$ cat src/sv/dtn_pkg.sv
// Shared types, constants and calendar helpers for the datetime normalizer.
package dtn_pkg;

    // Result status codes
    typedef enum logic [1:0] {
        ST_OK       = 2'd0,
        ST_BAD_DATE = 2'd1,
        ST_BAD_TIME = 2'd2
    } t_status;

    // Divisible-by-25 test: y * inverse(25) mod 2^16 <= floor((2^16-1)/25)
    localparam logic [15:0] INV25       = 16'd23593;
    localparam logic [15:0] DIV25_LIMIT = 16'd2621;

    // floor(a/60) = (a * RECIP60_W) >> 24, exact for a < 2^18
    localparam logic [18:0] RECIP60_W   = 19'd279621;
    // floor(a/60) = (a * RECIP60_N) >> 18, exact for a < 4681
    localparam logic [12:0] RECIP60_N   = 13'd4370;

    // Biased minute sum keeps floor division unsigned: 2220 = 37 * 60
    localparam logic [12:0] MIN_BIAS    = 13'd2220;
    localparam logic [5:0]  MIN_CARRY   = 6'd37;
    // hour + carry - 37 + 48, so the day step is floor(x/24) - 2
    localparam logic [6:0]  HOUR_BIAS   = 7'd11;
    localparam logic [2:0]  DAY_BIAS    = 3'd2;

    localparam logic [3:0]  MON_JAN     = 4'd1;
    localparam logic [3:0]  MON_FEB     = 4'd2;
    localparam logic [3:0]  MON_APR     = 4'd4;
    localparam logic [3:0]  MON_JUN     = 4'd6;
    localparam logic [3:0]  MON_SEP     = 4'd9;
    localparam logic [3:0]  MON_NOV     = 4'd11;
    localparam logic [3:0]  MON_DEC     = 4'd12;

    localparam logic [4:0]  HOURS_DAY   = 5'd24;
    localparam logic [5:0]  MINS_HOUR   = 6'd60;
    localparam logic [5:0]  SECS_MIN    = 6'd60;
    localparam logic [19:0] MICRO_SEC   = 20'd1000000;

    // One item as it moves down the pipe
    typedef struct packed {
        logic signed [15:0] year;
        logic [3:0]         month;
        logic [4:0]         day;
        logic [4:0]         hour;
        logic [5:0]         minute;
        logic [5:0]         second;
        logic [19:0]        micro;
        logic               unit;
        t_status            status;
        logic               shift;
        logic               leap;
    } t_rec;

    function automatic logic [4:0] month_len(input logic leap, input logic [3:0] mon);
        logic [4:0] len;
        case (mon)
            MON_FEB: len = leap ? 5'd29 : 5'd28;
            MON_APR, MON_JUN, MON_SEP, MON_NOV: len = 5'd30;
            default: len = 5'd31;
        endcase
        return len;
    endfunction

endpackage

$ cat src/sv/dtn_shift.sv
// Minute, hour, day and month carry pipeline for the offset shift.
module dtn_shift
    import dtn_pkg::*;
(
    input  logic        i_clk,
    input  logic        i_rst_n,
    input  logic        i_vld,
    input  t_rec        i_rec,
    input  logic [11:0] i_q,
    input  logic        i_neg,
    output logic        o_vld,
    output t_rec        o_rec
);

    // stage C: biased minute sum
    logic        r_c_vld;
    t_rec        r_c_rec;
    logic [12:0] r_c_mb;
    logic [12:0] n_c_mb;

    // stage D: minute carry quotient
    logic        r_d_vld;
    t_rec        r_d_rec;
    logic [12:0] r_d_mb;
    logic [6:0]  r_d_q2;
    logic [25:0] d_prod;

    // stage E: new minute, biased hour
    logic        r_e_vld;
    t_rec        r_e_rec;
    logic [5:0]  r_e_min;
    logic [6:0]  r_e_hb;
    logic [12:0] e_rem;

    // stage F: new hour, day before month step
    logic              r_f_vld;
    t_rec              r_f_rec;
    logic [5:0]        r_f_min;
    logic [4:0]        r_f_hour;
    logic signed [6:0] r_f_day;
    logic [2:0]        f_hq;
    logic [6:0]        f_hour;

    // stage G: month step, output
    logic        r_g_vld;
    t_rec        r_g_rec;
    t_rec        n_g_rec;
    logic [3:0]  g_prev;
    logic [4:0]  g_len_prev;
    logic [4:0]  g_len_cur;
    logic signed [6:0] g_sum;

    // delta = -(offset / 60): a negative offset adds minutes
    assign n_c_mb = 13'(i_rec.minute) + MIN_BIAS + (i_neg ? 13'(i_q) : -13'(i_q));

    assign d_prod = 26'(r_c_mb) * 26'(RECIP60_N);

    assign e_rem  = r_d_mb - 13'(r_d_q2) * 13'(MINS_HOUR);

    always_comb begin
        if (r_e_hb >= 7'd96) begin
            f_hq = 3'd4;
        end else if (r_e_hb >= 7'd72) begin
            f_hq = 3'd3;
        end else if (r_e_hb >= 7'd48) begin
            f_hq = 3'd2;
        end else if (r_e_hb >= 7'd24) begin
            f_hq = 3'd1;
        end else begin
            f_hq = 3'd0;
        end
        f_hour = r_e_hb - 7'(f_hq) * 7'(HOURS_DAY);
    end

    always_comb begin
        g_prev     = (r_f_rec.month == MON_JAN) ? MON_DEC : r_f_rec.month - 4'd1;
        g_len_prev = month_len(r_f_rec.leap, g_prev);
        g_len_cur  = month_len(r_f_rec.leap, r_f_rec.month);
        g_sum      = r_f_day;
        n_g_rec    = r_f_rec;
        if (r_f_rec.shift) begin
            n_g_rec.minute = r_f_min;
            n_g_rec.hour   = r_f_hour;
            if (r_f_day < 7'sd1) begin
                // borrow into the previous month
                g_sum         = r_f_day + $signed({2'b00, g_len_prev});
                n_g_rec.month = g_prev;
                if (r_f_rec.month == MON_JAN) begin
                    n_g_rec.year = r_f_rec.year - 16'sd1;
                end
            end else if (r_f_day > $signed({2'b00, g_len_cur})) begin
                // carry into the next month
                g_sum = r_f_day - $signed({2'b00, g_len_cur});
                if (r_f_rec.month == MON_DEC) begin
                    n_g_rec.month = MON_JAN;
                    n_g_rec.year  = r_f_rec.year + 16'sd1;
                end else begin
                    n_g_rec.month = r_f_rec.month + 4'd1;
                end
            end
            n_g_rec.day = g_sum[4:0];
        end
    end

    always_ff @(posedge i_clk) begin
        if (!i_rst_n) begin
            r_c_vld <= 1'b0;
            r_d_vld <= 1'b0;
            r_e_vld <= 1'b0;
            r_f_vld <= 1'b0;
            r_g_vld <= 1'b0;
        end else begin
            r_c_vld <= i_vld;
            r_d_vld <= r_c_vld;
            r_e_vld <= r_d_vld;
            r_f_vld <= r_e_vld;
            r_g_vld <= r_f_vld;
        end
    end

    always_ff @(posedge i_clk) begin
        r_c_rec  <= i_rec;
        r_c_mb   <= n_c_mb;

        r_d_rec  <= r_c_rec;
        r_d_mb   <= r_c_mb;
        r_d_q2   <= d_prod[24:18];

        r_e_rec  <= r_d_rec;
        r_e_min  <= e_rem[5:0];
        r_e_hb   <= 7'(r_d_rec.hour) + r_d_q2 + HOUR_BIAS;

        r_f_rec  <= r_e_rec;
        r_f_min  <= r_e_min;
        r_f_hour <= f_hour[4:0];
        r_f_day  <= $signed(7'(r_e_rec.day) + 7'(f_hq) - 7'(DAY_BIAS));

        r_g_rec  <= n_g_rec;
    end

    assign o_vld = r_g_vld;
    assign o_rec = r_g_rec;

endmodule

$ cat src/sv/datetime_validate_tz_normalize_top.sv
// Top level: Gregorian date/time check and UTC offset normalization.
// Each request passes stages A and B here and C to G in dtn_shift; o_valid comes from stage G.
// Throughput: one request per cycle; busy is only high during reset.
// Seven register stages, set by the two reciprocal multiplies and carry chain.
// Reset: synchronous, active low; clears valid bits and apply_offset.
module datetime_validate_tz_normalize_top
    import dtn_pkg::*;
(
    input  logic               i_clk,
    input  logic               i_rst_n,
    // request channel
    input  logic               start,
    output logic               busy,
    input  logic [13:0]        i_in_year,
    input  logic [3:0]         i_in_month,
    input  logic [4:0]         i_in_day,
    input  logic               i_has_time,
    input  logic [4:0]         i_in_hour,
    input  logic [5:0]         i_in_minute,
    input  logic [5:0]         i_in_second,
    input  logic [19:0]        i_in_micro,
    input  logic               i_has_offset,
    input  logic signed [17:0] i_offset_seconds,
    // config write channel (apply_offset)
    input  logic               i_cfg_valid,
    output logic               o_cfg_ready,
    input  logic               i_cfg_data,
    // result, one-cycle strobe
    output logic               o_valid,
    output logic signed [15:0] o_out_year,
    output logic [3:0]         o_out_month,
    output logic [4:0]         o_out_day,
    output logic [4:0]         o_out_hour,
    output logic [5:0]         o_out_minute,
    output logic [5:0]         o_out_second,
    output logic [19:0]        o_out_micro,
    output logic               o_best_unit,
    output logic [1:0]         o_status
);

    logic r_apply;
    logic accept;

    // Stage A: latch request, range checks, mod-25 product, offset magnitude
    logic        r_a_vld;
    t_rec        r_a_rec;
    t_rec        n_a_rec;
    logic        r_a_has_time;
    logic        r_a_go;
    logic        r_a_mon_ok;
    logic        r_a_time_ok;
    logic [15:0] r_a_mod25;
    logic [17:0] r_a_abs;
    logic        r_a_neg;
    logic [29:0] a_prod;

    // Stage B: leap year, date check, status, offset / 60
    logic        r_b_vld;
    t_rec        r_b_rec;
    t_rec        n_b_rec;
    logic [11:0] r_b_q;
    logic        r_b_neg;
    logic        b_leap;
    logic [4:0]  b_len;
    logic        b_date_ok;
    logic [36:0] b_prod;

    logic        s_vld;
    t_rec        s_rec;

    // The pipe never stalls; only reset holds requests off
    assign busy        = ~i_rst_n;
    assign o_cfg_ready = i_rst_n;
    assign accept      = start & ~busy;

    always_ff @(posedge i_clk) begin
        if (!i_rst_n) begin
            r_apply <= 1'b0;
        end else if (i_cfg_valid && o_cfg_ready) begin
            r_apply <= i_cfg_data;
        end
    end

    // ---------------- stage A ----------------
    always_comb begin
        n_a_rec        = '0;
        n_a_rec.year   = 16'(i_in_year);
        n_a_rec.month  = i_in_month;
        n_a_rec.day    = i_in_day;
        n_a_rec.hour   = i_in_hour;
        n_a_rec.minute = i_in_minute;
        n_a_rec.second = i_in_second;
        n_a_rec.micro  = i_in_micro;
        n_a_rec.status = ST_OK;
    end

    // low half of year * inverse(25); small value means divisible by 25
    assign a_prod = 30'(i_in_year) * 30'(INV25);

    // ---------------- stage B ----------------
    // leap: divisible by 4, and not by 100 unless by 400.
    // Given divisibility by 4: by 100 <=> by 25, by 400 <=> by 25 and 16.
    assign b_leap    = (r_a_rec.year[1:0] == 2'b00) &&
                       ((r_a_mod25 > DIV25_LIMIT) || (r_a_rec.year[3:0] == 4'd0));
    assign b_len     = month_len(b_leap, r_a_rec.month);
    assign b_date_ok = r_a_mon_ok && (r_a_rec.day != 5'd0) && (r_a_rec.day <= b_len);

    // truncating offset / 60 on the magnitude
    assign b_prod    = 37'(r_a_abs) * 37'(RECIP60_W);

    always_comb begin
        n_b_rec      = r_a_rec;
        n_b_rec.leap = b_leap;
        if (!b_date_ok) begin
            // bad date: time never read
            n_b_rec.status = ST_BAD_DATE;
            n_b_rec.hour   = '0;
            n_b_rec.minute = '0;
            n_b_rec.second = '0;
            n_b_rec.micro  = '0;
        end else if (!r_a_has_time) begin
            n_b_rec.hour   = '0;
            n_b_rec.minute = '0;
            n_b_rec.second = '0;
            n_b_rec.micro  = '0;
        end else if (!r_a_time_ok) begin
            n_b_rec.status = ST_BAD_TIME;
        end else begin
            n_b_rec.unit  = 1'b1;
            n_b_rec.shift = r_a_go;
        end
    end

    always_ff @(posedge i_clk) begin
        if (!i_rst_n) begin
            r_a_vld <= 1'b0;
            r_b_vld <= 1'b0;
        end else begin
            r_a_vld <= accept;
            r_b_vld <= r_a_vld;
        end
    end

    always_ff @(posedge i_clk) begin
        r_a_rec      <= n_a_rec;
        r_a_has_time <= i_has_time;
        r_a_go       <= r_apply & i_has_offset;
        r_a_mon_ok   <= (i_in_month >= MON_JAN) && (i_in_month <= MON_DEC);
        r_a_time_ok  <= (i_in_hour < HOURS_DAY) && (i_in_minute < MINS_HOUR) &&
                        (i_in_second < SECS_MIN) && (i_in_micro < MICRO_SEC);
        r_a_mod25    <= a_prod[15:0];
        r_a_abs      <= i_offset_seconds[17] ? 18'(-i_offset_seconds)
                                             : 18'(i_offset_seconds);
        r_a_neg      <= i_offset_seconds[17];

        r_b_rec      <= n_b_rec;
        r_b_q        <= b_prod[35:24];
        r_b_neg      <= r_a_neg;
    end

    // ---------------- stages C to G ----------------
    dtn_shift u_shift (
        .i_clk   (i_clk),
        .i_rst_n (i_rst_n),
        .i_vld   (r_b_vld),
        .i_rec   (r_b_rec),
        .i_q     (r_b_q),
        .i_neg   (r_b_neg),
        .o_vld   (s_vld),
        .o_rec   (s_rec)
    );

    assign o_valid      = s_vld;
    assign o_out_year   = s_rec.year;
    assign o_out_month  = s_rec.month;
    assign o_out_day    = s_rec.day;
    assign o_out_hour   = s_rec.hour;
    assign o_out_minute = s_rec.minute;
    assign o_out_second = s_rec.second;
    assign o_out_micro  = s_rec.micro;
    assign o_best_unit  = s_rec.unit;
    assign o_status     = s_rec.status;

endmodule

$ cat config.mk
export PLATFORM = sky130hd
export DESIGN_NAME = datetime_validate_tz_normalize_top
export DESIGN_NICKNAME = d
export VERILOG_FILES = /design/src/sv/dtn_pkg.sv /design/src/sv/dtn_shift.sv /design/src/sv/datetime_validate_tz_normalize_top.sv
export SDC_FILE = /design/constraint.sdc
export NUM_CORES = 1
export LEC_CHECK = 0
export BUFFER_PORTS_ARGS = -buffer_cell sky130_fd_sc_hd__buf_2
export CORE_UTILIZATION = 30
export DETAILED_ROUTE_END_ITERATION = 16
export SLEW_MARGIN = 10
export SYNTH_ARGS = -nofsm -noshare
export SYNTH_HDL_FRONTEND = slang
export SYNTH_HIERARCHICAL = 1
export SYNTH_SLANG_ARGS = --single-unit
export TNS_END_PERCENT = 10
$ cat constraint.sdc
create_clock -name i_clk -period 6.6 [get_ports i_clk]
set_input_delay 0.33 -clock i_clk [delete_from_list [all_inputs] [get_ports i_clk]]
set_output_delay 0.33 -clock i_clk [all_outputs]
set_load 0.01 [all_outputs]
# == Word level (Yosys, flattened, before mapping) ==
# Index checks and enable logic that the tools add are counted.
# word_totals
reg_bits,567
input_bits,85
out_inout_bits,68
word_cells,195
# op_classes
n_addsub,16
multipliers,5
n_lt_le_gt_ge,14
n_eq_ne,17
muxes,24
n_bitwise,3
reduce_logical,17
# op_table
cell,count
2-to-1 mux 20 bit,2
multiplier 18 x 19 -> 36 bit (second input constant),1
2-to-1 mux 34 bit,1
2-to-1 mux 16 bit,2
equality test 4 bit (second input constant),7
equality test 4 x 3 -> 1 bit (second input constant),6
multiplier 13 x 12 -> 24 bit (second input constant),1
< comparator 20 bit (second input constant),1
case mux 5 bit (2 select lines),2
negator 18 bit,1
2-to-1 mux 17 bit,1
> comparator 16 x 12 -> 1 bit (second input constant),1
multiplier 14 x 15 -> 16 bit (second input constant),1
adder 14 x 1 -> 15 bit (second input constant),1
subtractor 14 x 1 -> 15 bit (second input constant),1
greater-or-equal comparator 7 bit (second input constant),2
adder 13 bit,1
adder 6 x 12 -> 13 bit (second input constant),1
2-to-1 mux 13 bit,1
negator 12 -> 13 bit,1
equality test 4 x 2 -> 1 bit (second input constant),3
< comparator 6 bit (second input constant),2
OR reduction 4 bit,3
2-to-1 mux 5 bit,2
other kinds (34),51

# == Depth between registers and ports, before layout ==
# logic_depth
word_depth,8
ltp_mapped,20
mapped_depth_nobuf,20

# == By module ==
# The synthesis kept the hierarchy.
# by_module_without_submodules
mod,instances,cells_per_inst,area_per_inst_um2,seq_area_each_um2
dtn_shift,1,953,12418.2,7947.6
datetime_validate_tz_normalize_top,1,825,9053.7,3483.3

# == Worst setup path before layout ==
# Ideal clock, no wire load.
# synth_timing
path_kind,register to register
startpoint,register r_a_abs[15]
endpoint,register r_b_q[9]
setup_time_ns,0.082
arrival_ns,4.527
required_ns,6.518
path_slack_ns,1.991
stages_incl_launch_ff,15
n_path_buf,0
period_less_slack_ns,4.609
path_cell_list,dfxtp_1 -> ha_1 -> fa_1 -> fa_1 -> fa_1 -> inv_1 -> fa_1 -> inv_1 -> ha_1 -> nand4_1 -> nor4b_1 -> o311ai_0 -> o31a_1 -> or3b_1 -> o2111ai_1
# synth_between
elab_chain_len,1
# synth_lines
item,line_no,source
from (decl),datetime_validate_tz_normalize_top.sv:53,logic [17:0] r_a_abs;
from (signal assigned),datetime_validate_tz_normalize_top.sv:152,r_a_abs <= i_offset_seconds[17] ? 18'(-i_offset_seconds)
multiplier 18 x 19 -> 36 bit,datetime_validate_tz_normalize_top.sv:109,assign b_prod = 37'(r_a_abs) * 37'(RECIP60_W);
via b_prod[33],datetime_validate_tz_normalize_top.sv:66,logic [36:0] b_prod;
to (signal assigned),datetime_validate_tz_normalize_top.sv:157,r_b_q <= b_prod[35:24];
to (decl),datetime_validate_tz_normalize_top.sv:61,logic [11:0] r_b_q;
# The timed path passes the listed nets, and every way through them passes these cells.
# A chain may end at the register's enable or synchronous reset.

# == Worst setup path in the final report ==
# layout_timing
startpoint,register r_a_abs[17]
endpoint,register r_b_q[10]
# Same word-level chain as after synthesis.

==> qor.tcl <==
set qor(dieHeight_um) 269
set qor(rr_startpoint) {r_a_abs[17]}
set qor(design.die.area_um2) 72500
set qor(synthesis.instances) 1776
set qor(detail_route.drc_violations) 0
set qor(worstSetupPathType) {reg2reg}
set qor(power_mw) 12.3
set qor(numClockSinks) 569
set qor(cts.repair.resized) 0
set qor(antenna_found_initial) 0
set qor(clock_pin_slew_reported_for_the_worst_setup_and_hold_paths_after_clock_tree_synthesis_ns) 0.06
set qor(area_growth_syn_to_layout_pct) 21.2
set qor(largest_net_degree_at_the_start_of_global_routing) 40
set qor(timing.hold.ws_ns) 0.0676
set qor(fin_crit_ns) 5.20
set qor(sum_neg_setup_slack_ns) 0
set qor(crit_required_ns) 7.09
set qor(drt-total-wl_um) 37800
set qor(origin_of_the_worst_setup_path) {r_a_abs[17]}
set qor(max_slew_margin_pct) 22.7
set qor(initial_utilization_pct) 30.4
set qor(final-setup-viol-count) 0
set qor(cpPeakStageDelay_ns) 0.80
set qor(route.vias.total) 12700
set qor(post-dp-hpwl_um) 28400
set qor(p_leak_nw) 12.2
set qor(grt_first_pass_wirelength_um) 63900
set qor(inserted_diodes) 0
set qor(worst_skew_pair.late_latency_ns) 0.61
set qor(htree_levels) 2
set qor(cts_tree) {yes}
set qor(via_per_inst) 4.19
set qor(routability_congestion_estimate) 0.841
set qor(drt-initial-drc-count) 444
set qor(max_freq_mhz) 192
set qor(grt_overflow) 0
set qor(antenna_left) 0
set qor(power.ir.vdd_worst_mv) 0.301
set qor(syn-cell-area_um2) 21400
set qor(critPathLaunchType) {register}
set qor(placement_rows) 97
set qor(vias_in_the_first_global_route) 13500
set qor(unrepaired_setup_endpoints_after_global_routing) {no}
set qor(nets) 2481
set qor(power_density_nw_per_um2) 474
set qor(min-delay-start) {i_offset_seconds[1]}
set qor(status) {finished clean}
set qor(finClkSkew_ns) 0.0374
set qor(gr-usage-all-layers_pct) 10.6
set qor(coreArea_um2) 70400
set qor(maxCapViolations) 0
set qor(type_of_the_worst_min_delay_path) {in2reg}
set qor(yosys_warnings) 6
set qor(drive_above_1_share_pct) 14.1
set qor(crit_path_max_fanout) 5
set qor(post-route-period-util_pct) 78.8
set qor(finalHoldViolations) 0
set qor(critical_path.endpoint_type) {register}
set qor(critical_path_at_ns) 5.69
set qor(drt_pass1_iterations) 4
set qor(crit_chain) {ha_1, inv_1, fa_1, inv_1, fa_1, inv_1, fa_1, fa_1, inv_1, fa_1, ha_1, a21oi_1, a21boi_0, a2111oi_0, o21ai_0, a2bb2oi_1, a31oi_1, xor2_1}
set qor(cpMostUsedCell) {sky130_fd_sc_hd__fa_1}
set qor(critical_path.slowest_cell) {sky130_fd_sc_hd__a2111oi_0}
set qor(ctsRootBufferMaster) {sky130_fd_sc_hd__clkbuf_16}
set qor(port-buffer-count) 152
set qor(ios) 153
set qor(wl_per_cell_um) 12.5
set qor(worst_pin_slew_ns) 1.16
set qor(chipWidth_um) 269
set qor(postSynthAreaPerCell_um2) 12.1
set qor(timing_max_transition_violations_final) 0
set qor(cts.path.max_buffers) 3
set qor(cts_buffers) 54
[worst paths after layout]
| path | cells past startpoint | end | slack (ns) |
|---|---|---|---|
| setup / recovery | 18 | r_b_q[10] | 1.40 |
| hold / removal | 3 | r_a_abs[1] | 0.07 |
| setup reg to reg | 18 | r_b_q[10] | 1.40 |
| hold reg to reg | 0 | u_shift/r_f_min[0] | 0.30 |
[layout by cell type (no fill, tap or decap), types with 7 or more instances in the layout]
cell type and n:
sky130_fd_sc_hd__a211oi_1 12, sky130_fd_sc_hd__a21o_1 21, sky130_fd_sc_hd__a21oi_1 52, sky130_fd_sc_hd__a31oi_1 14, sky130_fd_sc_hd__and2_1 13, sky130_fd_sc_hd__and3_1 48
sky130_fd_sc_hd__buf_2 152, sky130_fd_sc_hd__clkbuf_16 54, sky130_fd_sc_hd__clkbuf_8 7, sky130_fd_sc_hd__clkinv_2 9, sky130_fd_sc_hd__dfxtp_1 569, sky130_fd_sc_hd__dlygate4sd3_1 85
sky130_fd_sc_hd__fa_1 72, sky130_fd_sc_hd__ha_1 277, sky130_fd_sc_hd__inv_1 225, sky130_fd_sc_hd__mux2_2 16, sky130_fd_sc_hd__nand2_1 55, sky130_fd_sc_hd__nand2b_1 8
sky130_fd_sc_hd__nand3_1 23, sky130_fd_sc_hd__nand4_1 11, sky130_fd_sc_hd__nor2_1 48, sky130_fd_sc_hd__nor3_1 12, sky130_fd_sc_hd__nor4_1 9, sky130_fd_sc_hd__o211ai_1 7
sky130_fd_sc_hd__o21a_1 9, sky130_fd_sc_hd__o21ai_0 34, sky130_fd_sc_hd__xnor2_1 73, sky130_fd_sc_hd__xor2_1 32
[power breakdown]
group	switching, mW	total [mW]	internal [mW]	leakage [nW]
registers	0.282	4.20	3.92	4.76
logic	2.76	5.01	2.25	6.52
clock network	1.30	3.10	1.80	0.891
total	4.34	12.3	7.97	12.2
[state kept, by name, indices dropped and copies added, names as in the netlist, 18 cells and up]
| signal | flops |
|---|---|
| u_shift/r_c_rec | 67 |
| u_shift/o_rec | 65 |
| r_a_rec | 37 |
| u_shift/r_d_rec | 67 |
| r_b_rec | 65 |
| u_shift/r_e_rec | 67 |
| u_shift/r_f_rec | 36 |
| r_a_abs | 18 |
| u_shift/n_g_rec | 31 |
| n_b_rec | 20 |
[layer usage]
metal	vias to the layer above	global-route usage (%)	wire (um)
met5	-	0	0
met2	165	19.7	19300
met4	0	3.87	1030
met3	59	2.01	1280
li1	6483	-	-
met1	5974	11.8	16200
[what timing repair did]
| item | CTS | global route |
|---|---|---|
| hold buffers | 85 | 0 |
| hold endpoints to repair | 88 | 0 |
| setup buffers | 0 | 0 |
[per-stage QoR]
step           setup WS, ns  area [um2]  util, %  instances
6_report               1.40       26000     36.9       3027
2_1_floorplan          1.99       21400        -       1777
3_3_place_gp           1.60       23300     33.0       2846
4_1_cts                1.42       26000     36.9       3027
5_1_grt                1.09       26000     36.9       3027
3_5_place_dp           1.45       23300     33.0       2846
[critical path, delay by kind of cell (launching register included)]
family | cells | cell delay (ns)
adders and majority gates | 7 | 2.49
xor gates and xnor gates | 1 | 0.16
DFF | 1 | 0.39
AOI/OAI and AO/OA | 6 | 1.80
buffers and inverters | 4 | 0.24
[cell type report]
type / count / area (um2)
inverters: 225 / 845
fillers: 6861 / 44400
multi-input cells: 958 / 9070
clock inverters: 29 / 385
clock buffers: 67 / 1470
repair buffers: 239 / 1630
well taps: 940 / 1180
flip-flops and latches: 569 / 11400
Power figures use the tool's default switching activity.
